**config.mk**
```make
export PLATFORM = sky130hd
export DESIGN_NAME = slip_tag_id_collector
export DESIGN_NICKNAME = d
export VERILOG_FILES = /design/src/rtl/core/stic_pkg.sv /design/src/rtl/core/stic_unslip.sv /design/src/rtl/core/stic_cell.sv /design/src/rtl/core/slip_tag_id_collector.sv
export SDC_FILE = /design/constraint.sdc
export NUM_CORES = 2
export LEC_CHECK = 0
export ABC_CLOCK_PERIOD_IN_PS = 11850
export BUFFER_PORTS_ARGS = -buffer_cell sky130_fd_sc_hd__buf_2
export CORE_AREA = 2 2 407 409
export CTS_CLUSTER_SIZE = 40
export DETAILED_ROUTE_END_ITERATION = 16
export DIE_AREA = 0 0 409 411
export GPL_TIMING_DRIVEN = 0
export PLACE_DENSITY = 0.82
export RECOVER_POWER = 100
export SYNTH_ARGS = -nofsm -noshare
export SYNTH_HDL_FRONTEND = slang
export SYNTH_SLANG_ARGS = --single-unit
```
**constraint.sdc**
```tcl
create_clock -name clk_i -period 11.85 [get_ports clk_i]
set_input_delay 2.9625 -clock clk_i [delete_from_list [all_inputs] [get_ports clk_i]]
set_output_delay 2.9625 -clock clk_i [all_outputs]
set_load 0.01 [all_outputs]
```
**src/rtl/core/stic_pkg.sv**
```systemverilog
// ----------------------------------------------------------------------------
// stic_pkg
// Shared types and constants for the SLIP tag ID collector.
// ----------------------------------------------------------------------------
package stic_pkg;

  localparam logic [7:0] SlipEnd        = 8'hC0;
  localparam logic [7:0] SlipEsc        = 8'hDB;
  localparam logic [7:0] SlipEscapedEnd = 8'hDC;
  localparam logic [7:0] SlipEscapedEsc = 8'hDD;

  localparam int unsigned IdBytes  = 12;
  localparam int unsigned ByteCntW = $clog2(IdBytes);
  localparam int unsigned UpperW   = 64;
  localparam int unsigned LowerW   = 32;
  localparam int unsigned EntryIdxW = 6;

  localparam logic [ByteCntW-1:0] LastByte = ByteCntW'(IdBytes - 1);

  typedef struct packed {
    logic [UpperW-1:0] upper;
    logic [LowerW-1:0] lower;
  } id_t;

  typedef struct packed {
    logic frame_end;
    logic id_done;
  } unslip_evt_t;

  typedef struct packed {
    logic shift;
    logic write;
    logic active;
  } cell_ctrl_t;

  typedef enum logic [1:0] {
    ST_IDLE,
    ST_INSERT,
    ST_DRAIN
  } state_e;

endpackage

```
**src/rtl/core/stic_unslip.sv**
```systemverilog
// ----------------------------------------------------------------------------
// stic_unslip
// Removes SLIP escaping and assembles 12 data bytes into one tag ID.
// ----------------------------------------------------------------------------
module stic_unslip (
  input  logic                 clk_i,
  input  logic                 rst_ni,
  input  logic                 accept_i,
  input  logic [7:0]           rx_byte_i,
  output stic_pkg::unslip_evt_t evt_o,
  output stic_pkg::id_t        id_o
);
  import stic_pkg::*;

  logic                          esc_q, esc_d;
  logic [ByteCntW-1:0]           cnt_q, cnt_d;
  logic [IdBytes-1:0][7:0]       asm_q;
  logic [IdBytes-1:0][7:0]       full_bytes;
  logic [7:0]                    data_byte;
  logic                          is_end;
  logic                          is_esc;
  logic                          is_data;

  assign is_end  = (rx_byte_i == SlipEnd);
  assign is_esc  = (rx_byte_i == SlipEsc);
  assign is_data = accept_i && !is_end && !is_esc;

  always_comb begin
    data_byte = rx_byte_i;
    if (esc_q) begin
      if (rx_byte_i == SlipEscapedEnd) begin
        data_byte = SlipEnd;
      end else if (rx_byte_i == SlipEscapedEsc) begin
        data_byte = SlipEsc;
      end
    end
  end

  always_comb begin
    esc_d = esc_q;
    cnt_d = cnt_q;
    if (accept_i) begin
      if (is_end) begin
        esc_d = 1'b0;
        cnt_d = '0;
      end else if (is_esc) begin
        esc_d = 1'b1;
      end else begin
        esc_d = 1'b0;
        cnt_d = (cnt_q == LastByte) ? '0 : cnt_q + 1'b1;
      end
    end
  end

  always_ff @(posedge clk_i or negedge rst_ni) begin
    if (!rst_ni) begin
      esc_q <= 1'b0;
      cnt_q <= '0;
    end else begin
      esc_q <= esc_d;
      cnt_q <= cnt_d;
    end
  end

  always_ff @(posedge clk_i) begin
    if (is_data) begin
      asm_q[cnt_q] <= data_byte;
    end
  end

  always_comb begin
    full_bytes             = asm_q;
    full_bytes[IdBytes-1]  = data_byte;
  end

  assign evt_o.frame_end = accept_i && is_end;
  assign evt_o.id_done   = is_data && (cnt_q == LastByte);
  assign id_o.lower      = full_bytes[3:0];
  assign id_o.upper      = full_bytes[IdBytes-1:4];

endmodule

```
**src/rtl/core/stic_cell.sv**
```systemverilog
// ----------------------------------------------------------------------------
// stic_cell
// One table entry: holds an ID, compares it, and shifts toward the head.
// ----------------------------------------------------------------------------
module stic_cell (
  input  logic                clk_i,
  input  stic_pkg::cell_ctrl_t ctrl_i,
  input  stic_pkg::id_t       cand_i,
  input  stic_pkg::id_t       nbr_id_i,
  output stic_pkg::id_t       id_o,
  output logic                match_o
);
  import stic_pkg::*;

  id_t id_q;

  always_ff @(posedge clk_i) begin
    if (ctrl_i.write) begin
      id_q <= cand_i;
    end else if (ctrl_i.shift) begin
      id_q <= nbr_id_i;
    end
  end

  assign id_o    = id_q;
  assign match_o = ctrl_i.active && (id_q == cand_i);

endmodule

```
**src/rtl/core/slip_tag_id_collector.sv**
```systemverilog
// ----------------------------------------------------------------------------
// slip_tag_id_collector
// SLIP decoder that collects unique 96-bit tag IDs and lists them per frame.
// ----------------------------------------------------------------------------
// Input channel: one raw SLIP byte per item (in_valid_i / in_ready_o).
// Output channel: one listed ID per item (out_valid_o / out_ready_i).
// After the byte that completes an ID is taken, an insert step compares the
// ID against every occupied cell at once and writes it into the first free
// cell if it is new; a new ID that finds the table full is dropped and
// flagged. An END byte starts a drain that moves one ID per cycle, while the
// receiver does not stall, out of the head cell, the chain shifting toward
// it; input is held off until the drain finishes. The first result is
// registered by the first drain step after END is taken. The output
// register lets the last result of a list wait while new bytes are accepted.
// Reset clears the escape flag, byte count, fill count, drop flag and the
// output valid flag; table cells hold no reset value and are only read below
// the fill count.
// ----------------------------------------------------------------------------
module slip_tag_id_collector #(
  parameter int unsigned TABLE_CAPACITY = 16
) (
  input  logic                             clk_i,
  input  logic                             rst_ni,
  input  logic                             in_valid_i,
  output logic                             in_ready_o,
  input  logic [7:0]                       rx_byte_i,
  output logic                             out_valid_o,
  input  logic                             out_ready_i,
  output logic [stic_pkg::UpperW-1:0]      id_upper_o,
  output logic [stic_pkg::LowerW-1:0]      id_lower_o,
  output logic [stic_pkg::EntryIdxW-1:0]   entry_index_o,
  output logic                             is_last_o,
  output logic                             list_empty_o,
  output logic                             ids_dropped_o
);
  import stic_pkg::*;

  localparam int unsigned FillW = $clog2(TABLE_CAPACITY + 1);
  localparam logic [FillW-1:0] Cap = FillW'(TABLE_CAPACITY);

  state_e                    state_q, state_d;
  logic [FillW-1:0]          fill_q, fill_d;
  logic [FillW-1:0]          left_q, left_d;
  logic [EntryIdxW-1:0]      idx_q, idx_d;
  logic                      ovf_q, ovf_d;
  logic                      empty_q, empty_d;
  id_t                       cand_q;

  logic                      out_valid_q, out_valid_d;
  id_t                       out_id_q;
  logic [EntryIdxW-1:0]      out_idx_q;
  logic                      out_last_q, out_empty_q, out_drop_q;

  logic                      in_acc;
  logic                      load_out;
  logic                      drain_step;
  logic                      drain_last;
  logic                      insert_new;
  unslip_evt_t               evt;
  id_t                       asm_id;

  id_t                       cell_id [TABLE_CAPACITY];
  id_t                       nbr_id  [TABLE_CAPACITY];
  cell_ctrl_t                cell_ctrl [TABLE_CAPACITY];
  logic [TABLE_CAPACITY-1:0] match_vec;

  assign in_ready_o = (state_q == ST_IDLE);
  assign in_acc     = in_valid_i && in_ready_o;

  stic_unslip u_unslip (
    .clk_i     (clk_i),
    .rst_ni    (rst_ni),
    .accept_i  (in_acc),
    .rx_byte_i (rx_byte_i),
    .evt_o     (evt),
    .id_o      (asm_id)
  );

  always_ff @(posedge clk_i) begin
    if (in_acc && evt.id_done) begin
      cand_q <= asm_id;
    end
  end

  assign load_out   = !out_valid_q || out_ready_i;
  assign drain_step = (state_q == ST_DRAIN) && load_out;
  assign drain_last = empty_q || (left_q == FillW'(1));
  assign insert_new = (state_q == ST_INSERT) && !(|match_vec) && (fill_q < Cap);

  for (genvar i = 0; i < TABLE_CAPACITY; i++) begin : g_cell
    if (i == TABLE_CAPACITY - 1) begin : g_tail
      assign nbr_id[i] = cell_id[i];
    end else begin : g_body
      assign nbr_id[i] = cell_id[i+1];
    end

    assign cell_ctrl[i].active = (FillW'(i) < fill_q);
    assign cell_ctrl[i].write  = insert_new && (fill_q == FillW'(i));
    assign cell_ctrl[i].shift  = drain_step && !empty_q;

    stic_cell u_cell (
      .clk_i    (clk_i),
      .ctrl_i   (cell_ctrl[i]),
      .cand_i   (cand_q),
      .nbr_id_i (nbr_id[i]),
      .id_o     (cell_id[i]),
      .match_o  (match_vec[i])
    );
  end

  always_comb begin
    state_d     = state_q;
    fill_d      = fill_q;
    left_d      = left_q;
    idx_d       = idx_q;
    ovf_d       = ovf_q;
    empty_d     = empty_q;
    out_valid_d = out_valid_q && !out_ready_i;
    unique case (state_q)
      ST_IDLE: begin
        if (in_acc && evt.frame_end) begin
          state_d = ST_DRAIN;
          left_d  = fill_q;
          empty_d = (fill_q == '0);
          idx_d   = '0;
        end else if (in_acc && evt.id_done) begin
          state_d = ST_INSERT;
        end
      end
      ST_INSERT: begin
        if (!(|match_vec)) begin
          if (fill_q < Cap) begin
            fill_d = fill_q + 1'b1;
          end else begin
            ovf_d = 1'b1;
          end
        end
        state_d = ST_IDLE;
      end
      ST_DRAIN: begin
        if (load_out) begin
          out_valid_d = 1'b1;
          left_d      = left_q - 1'b1;
          idx_d       = idx_q + 1'b1;
          if (drain_last) begin
            fill_d  = '0;
            ovf_d   = 1'b0;
            left_d  = '0;
            state_d = ST_IDLE;
          end
        end
      end
      default: state_d = ST_IDLE;
    endcase
  end

  always_ff @(posedge clk_i or negedge rst_ni) begin
    if (!rst_ni) begin
      state_q     <= ST_IDLE;
      fill_q      <= '0;
      left_q      <= '0;
      idx_q       <= '0;
      ovf_q       <= 1'b0;
      empty_q     <= 1'b0;
      out_valid_q <= 1'b0;
    end else begin
      state_q     <= state_d;
      fill_q      <= fill_d;
      left_q      <= left_d;
      idx_q       <= idx_d;
      ovf_q       <= ovf_d;
      empty_q     <= empty_d;
      out_valid_q <= out_valid_d;
    end
  end

  always_ff @(posedge clk_i) begin
    if (drain_step) begin
      out_id_q    <= empty_q ? '0 : cell_id[0];
      out_idx_q   <= empty_q ? '0 : idx_q;
      out_last_q  <= drain_last;
      out_empty_q <= empty_q;
      out_drop_q  <= ovf_q;
    end
  end

  assign out_valid_o   = out_valid_q;
  assign id_upper_o    = out_id_q.upper;
  assign id_lower_o    = out_id_q.lower;
  assign entry_index_o = out_idx_q;
  assign is_last_o     = out_last_q;
  assign list_empty_o  = out_empty_q;
  assign ids_dropped_o = out_drop_q;

  a_fill_bound: assert property (@(posedge clk_i) disable iff (!rst_ni)
    fill_q <= Cap)
    else $error("fill count exceeds table capacity");

  a_unique_match: assert property (@(posedge clk_i) disable iff (!rst_ni)
    (state_q == ST_INSERT) |-> $onehot0(match_vec))
    else $error("table holds a duplicate ID");

  a_insert_one: assert property (@(posedge clk_i) disable iff (!rst_ni)
    (state_q == ST_INSERT) |=> (state_q == ST_IDLE))
    else $error("insert step did not return to idle");

  a_drain_clears: assert property (@(posedge clk_i) disable iff (!rst_ni)
    (state_q == ST_DRAIN && state_d == ST_IDLE) |=> (fill_q == '0 && !ovf_q))
    else $error("table not cleared after list drain");

endmodule
```
==> results of run 1 <==
## through the flow
step / hold slack [ns] / setup WS (ns) / std cells / utilization, %
2_1_floorplan: 0.4003 / 2.115 / 7017 / -
3_3_place_gp: 0.4006 / -7.087 / 9324 / 61.54
3_5_place_dp: 0.4045 / 2.913 / 9362 / 62.17
4_1_cts: 0.4166 / 2.899 / 9722 / 66.13
## logic make-up after synthesis
logic type                 share of synthesized area [%]
AOI/OAI and AO/OA                                  1.200
muxes                                              16.93
xor gates and xnor gates                           12.37
DFF                                                56.86
adders and majority gates                         0.1283
and+or+nand+nor                                    9.471
buffers and inverters                              3.041
## routing by layer
metal,track usage [%],overflow
met2,84.78,910
met3,53.12,4
met1,76.96,3
met4,64.73,501
met5,17.44,0
==> impl_metrics.ini, run 1 <==
[status]
status = did not finish
stop_stage = 5_1_grt
stop_error = [ERROR GRT-0116] Global routing finished with congestion. Check the congestion regions in the DRC Viewer.

[clocking]
cts_buffers = 192
post_cts_buffers = 0
cts_num_sinks = 1851
clockBufferDepth = 3
clk_root_buffer_cell = clkbuf_16
ctsResizeCount = 0
cts_hold_buf = 0
cts-htree-levels = 4

[synthesis]
synth_top_area_share_pct = 56.20
synth_top_area_cell = edfxtp_1
yosys_warnings = 0
yosysUniqueCellTypes = 74
avgSynthCellArea_um2 = 13.90
synth_edf_count = 1825
synth_area_um2 = 97520
syn-num-nets = 7039
syn-instance-count = 7017
synth_common_cells = edfxtp_1, mux2_2, xnor2_1
synth_area_leaders = edfxtp_1, mux2_2, xnor2_1, xor2_1, nand4_1
synth_ff_type = edfxtp_1
synth-async-reset-ratio_pct = 1.405
synth.most_common_cell = edfxtp_1
ys_ff_latch = 1851
seq_area_frac_synth_pct = 56.86

[grt]
grt_max_degree = 81
grt_pass1_vias = 78080
grt_pass1_wl_mm = 810.8
grt_usage_pct = 70.54
grt.overflow.total = 1418

[placement]
dp_hpwl_mm = 403.8
numPortBuffers = 118
gp_routability_congestion = 1.554
placed_area_um2 = 101900

[floorplan]
start_util_pct = 59.51
io_pins = 119
row_count = 149
dieHeight_um = 411
fp.dieW_um = 409
==> inputs of run 2 (changes only) <==
--- a/config.mk
+++ b/config.mk
@@ -7,12 +7,11 @@
 export LEC_CHECK = 0
 export ABC_CLOCK_PERIOD_IN_PS = 11850
 export BUFFER_PORTS_ARGS = -buffer_cell sky130_fd_sc_hd__buf_2
-export CORE_AREA = 2 2 407 409
-export CTS_CLUSTER_SIZE = 40
+export CORE_AREA = 2 2 497 499
 export DETAILED_ROUTE_END_ITERATION = 16
-export DIE_AREA = 0 0 409 411
+export DIE_AREA = 0 0 499 501
 export GPL_TIMING_DRIVEN = 0
-export PLACE_DENSITY = 0.82
+export PLACE_DENSITY_LB_ADDON = 0.15
 export RECOVER_POWER = 100
 export SYNTH_ARGS = -nofsm -noshare
 export SYNTH_HDL_FRONTEND = slang
==> run 2 against run 1 <==
  * The flow now finishes, with violations (capacitance limit, slew limit)
  * Synthesized cell count unchanged
  * Area after synthesis did not move
==> impl_metrics.ini, run 2 <==
[floorplan]
row_count = 182
io_pins = 119
dieHeight_um = 501
dieArea_um2 = 250000
fp.dieW_um = 499
start_util_pct = 39.84
core_um2 = 244800

[grt]
grt_pass1_wl_mm = 739.3
grt.overflow.total = 0
antenna_found_initial = 46
grt_max_degree = 77
grt_pass1_vias = 65150
grt_usage_pct = 46.87

[route]
routed.top_layer = met5
drtAntennaViolNets = 0
wl_per_cell_um = 54.67
first_iter_violations = 10950
drc = 0
dr_total_vias = 69430
wl_mm = 593.1
met1_length_mm = 201.3
viasPerCell = 6.400
dr.pass1.iters = 6
dr_wl_met2_mm = 248.4
met3_wirelength_mm = 51.18

[critical_path]
cp_data_arrival_time_ns = 11.29
crit_fanout = 10
cp-start-kind = flip-flop
required_ns = 12.42
end_kind = flip-flop
path_class = flip-flop to flip-flop

[power]
p_total_mw = 15.66
peakVddDrop_uv = 148.1
swShare_pct = 26.54
pwr-share-comb_pct = 8.4
leakagePower_nw = 34.28
switching_power_mw = 4.155
p_seq_share_pct = 46.3
p_per_area_nw_per_um2 = 142.1
p_int_mw = 11.50
power.clock.fraction_pct = 45.3

[placement]
numPortBuffers = 118
pre_cts_ws_ns = 3.518
gp_routability_congestion = 1.368
dp_hpwl_mm = 499.6

[finish]
num-fill-cells = 22270
final_cell_mix = edfxtp_1, mux2_2, xnor2_1, xor2_1, nand4_1
multi_input_area_um2 = 39180
area_growth_pct = 13.02
final_nets = 7430
largest_register_ffs = 1536
drive_above_1_share_pct = 25.02
utilization_pct = 45.03
final_common_cell = edfxtp_1
seq_area_um2 = 55450

[synthesis]
syn-num-nets = 7039
synth-async-reset-ratio_pct = 1.405
synth_common_cells = edfxtp_1, mux2_2, xnor2_1
synthSimpleGateAreaFrac_pct = 9.471
synth_area_leaders = edfxtp_1, mux2_2, xnor2_1, xor2_1, nand4_1
synth_area_um2 = 97520
yosys_warnings = 0
synth_compound_area_share_pct = 1.200
synth_mux_area_share_pct = 16.93
synth_top_family_by_area = multiplexers
synth_adder_area_share_pct = 0.1283
synth_top_area_share_pct = 56.20
synth_ff_type = edfxtp_1
avgSynthCellArea_um2 = 13.90
synth_edf_count = 1825
synth.most_common_cell = edfxtp_1
synth-xor-area-share_pct = 12.37
synth_top_area_cell = edfxtp_1
seq_area_frac_synth_pct = 56.86
syn-instance-count = 7017
ys_ff_latch = 1851
yosysUniqueCellTypes = 74

[status]
violations = capacitance limit, slew limit
status = complete, but fails checks

[clocking]
ctsResizeCount = 0
clockBufferDepth = 3
clk_root_buffer_cell = clkbuf_16
post_cts_buffers = 0
cts_buffers = 210
cts-htree-levels = 4
clk_latency_ns = 0.91
cts_tree = yes
cts_hold_buf = 0
path_clk_slew_ns = 0.06
cts_num_sinks = 1851

[job]
cap_violations = 63

[timing]
timing.slew.headroom_pct = -180.4
grt_setup_unrepaired = false
fin_ws_ns = 1.128
fin_skew_ns = 0.07212
fmax_mhz = 93.27
finalHoldViolCount = 0
layout_min_cycle_time_ns = 10.72
hold_ws_ns = 0.4118
slew_violations = 694
worstMarginPinSlew_ns = 4.206
finalSetupTns_ns = 0
period_share_pct = 90.48
setup_violations = 0

[hold_path]
hold_path_class = flip-flop to flip-flop
==> run 2: worst max-delay path, stage by stage, from the launching register on <==
cell       delay [ns]
edfxtp_1         0.61
clkbuf_1         0.57
clkbuf_1         1.17
clkbuf_1         0.92
xnor2_1          0.55
nand2_1          0.27
nor4_1           0.08
nand4_1          0.21
nor3_1           0.18
a2111oi_0        0.75
nand4_1          0.62
clkbuf_1         0.50
nor2_1           1.80
clkbuf_1         0.54
clkbuf_1         1.20
mux2i_1          0.28
==> run 2: path summary, 6_finish.rpt <==
kind | slack (ns) | endpoint | from | depth (start not counted)
max in group asynchronous | 7.98 | idx_q[0]$_DFFE_PN0P_ | rst_ni | 1
worst min-delay path | 0.41 | cand_q[14]$_DFFE_PP_ | u_unslip.id_o[14]$_DFFE_PP_ | 0
worst min register to register | 0.41 | cand_q[14]$_DFFE_PP_ | u_unslip.id_o[14]$_DFFE_PP_ | 0
worst max-delay path | 1.13 | g_cell[14].u_cell.id_o[37]$_DFFE_PP_ | cand_q[62]$_DFFE_PP_ | 15
worst max register to register | 1.13 | g_cell[14].u_cell.id_o[37]$_DFFE_PP_ | cand_q[62]$_DFFE_PP_ | 15
min in group asynchronous | 2.62 | u_unslip.cnt_q[2]$_DFFE_PN0P_ | rst_ni | 1
==> run 2: cells by family (layout without fill, tap and decap cells) <==
logic type / count (synthesis) / in the layout
multiplexers: 1440 / 1440
adder cells (fa/ha/maj): 10 / 10
AND/OR/NAND/NOR: 1521 / 1521
other: 0 / 38
buffers and inverters: 664 / 1238
flip-flops: 1851 / 1851
XOR/XNOR: 1377 / 1377
AO/OA/AOI/OAI: 154 / 154
==> run 2: cell type report <==
class                           count  area share (%)
Multi-Input combinational cell   4502           35.55
Buffer                            565           2.160
Tap cell                         3220           3.655
Sequential cell                  1851           50.31
Inverter                           99          0.3383
Timing Repair Buffer              179           1.291
Clock inverter                    137           1.589
Clock buffer                      258           5.023
Antenna cell                       38         0.08627
==> run 2: stage by stage <==
stage | instances | instance area, um^2
floorplan | 7017 | 97520
global placement | 10360 | 102100
detailed placement | 10400 | 103300
CTS | 10800 | 110600
global route | 10820 | 110100
finish | 10850 | 110200
==> run 2: routing by layer <==
metal  vias to the layer above  track usage [%]
met1                     34830            51.19
met2                      5549            67.84
met4                        12            57.64
met5                         -           0.7332
li1                      27150                -
met3                      1893            12.49
==> run 2: power groups by stage <==
stage | clock network [mW] | logic [mW] | registers (mW)
finish | 7.09 | 1.32 | 7.25
global route | 7.26 | 1.27 | 7.25
CTS | 7.03 | 1.22 | 7.25
detailed placement | 0 | 1.22 | 7.38
global placement | 0 | 1.19 | 7.39
floorplan | 0 | 0.488 | 7.37
No activity file was read; power rests on OpenSTA's default activity.
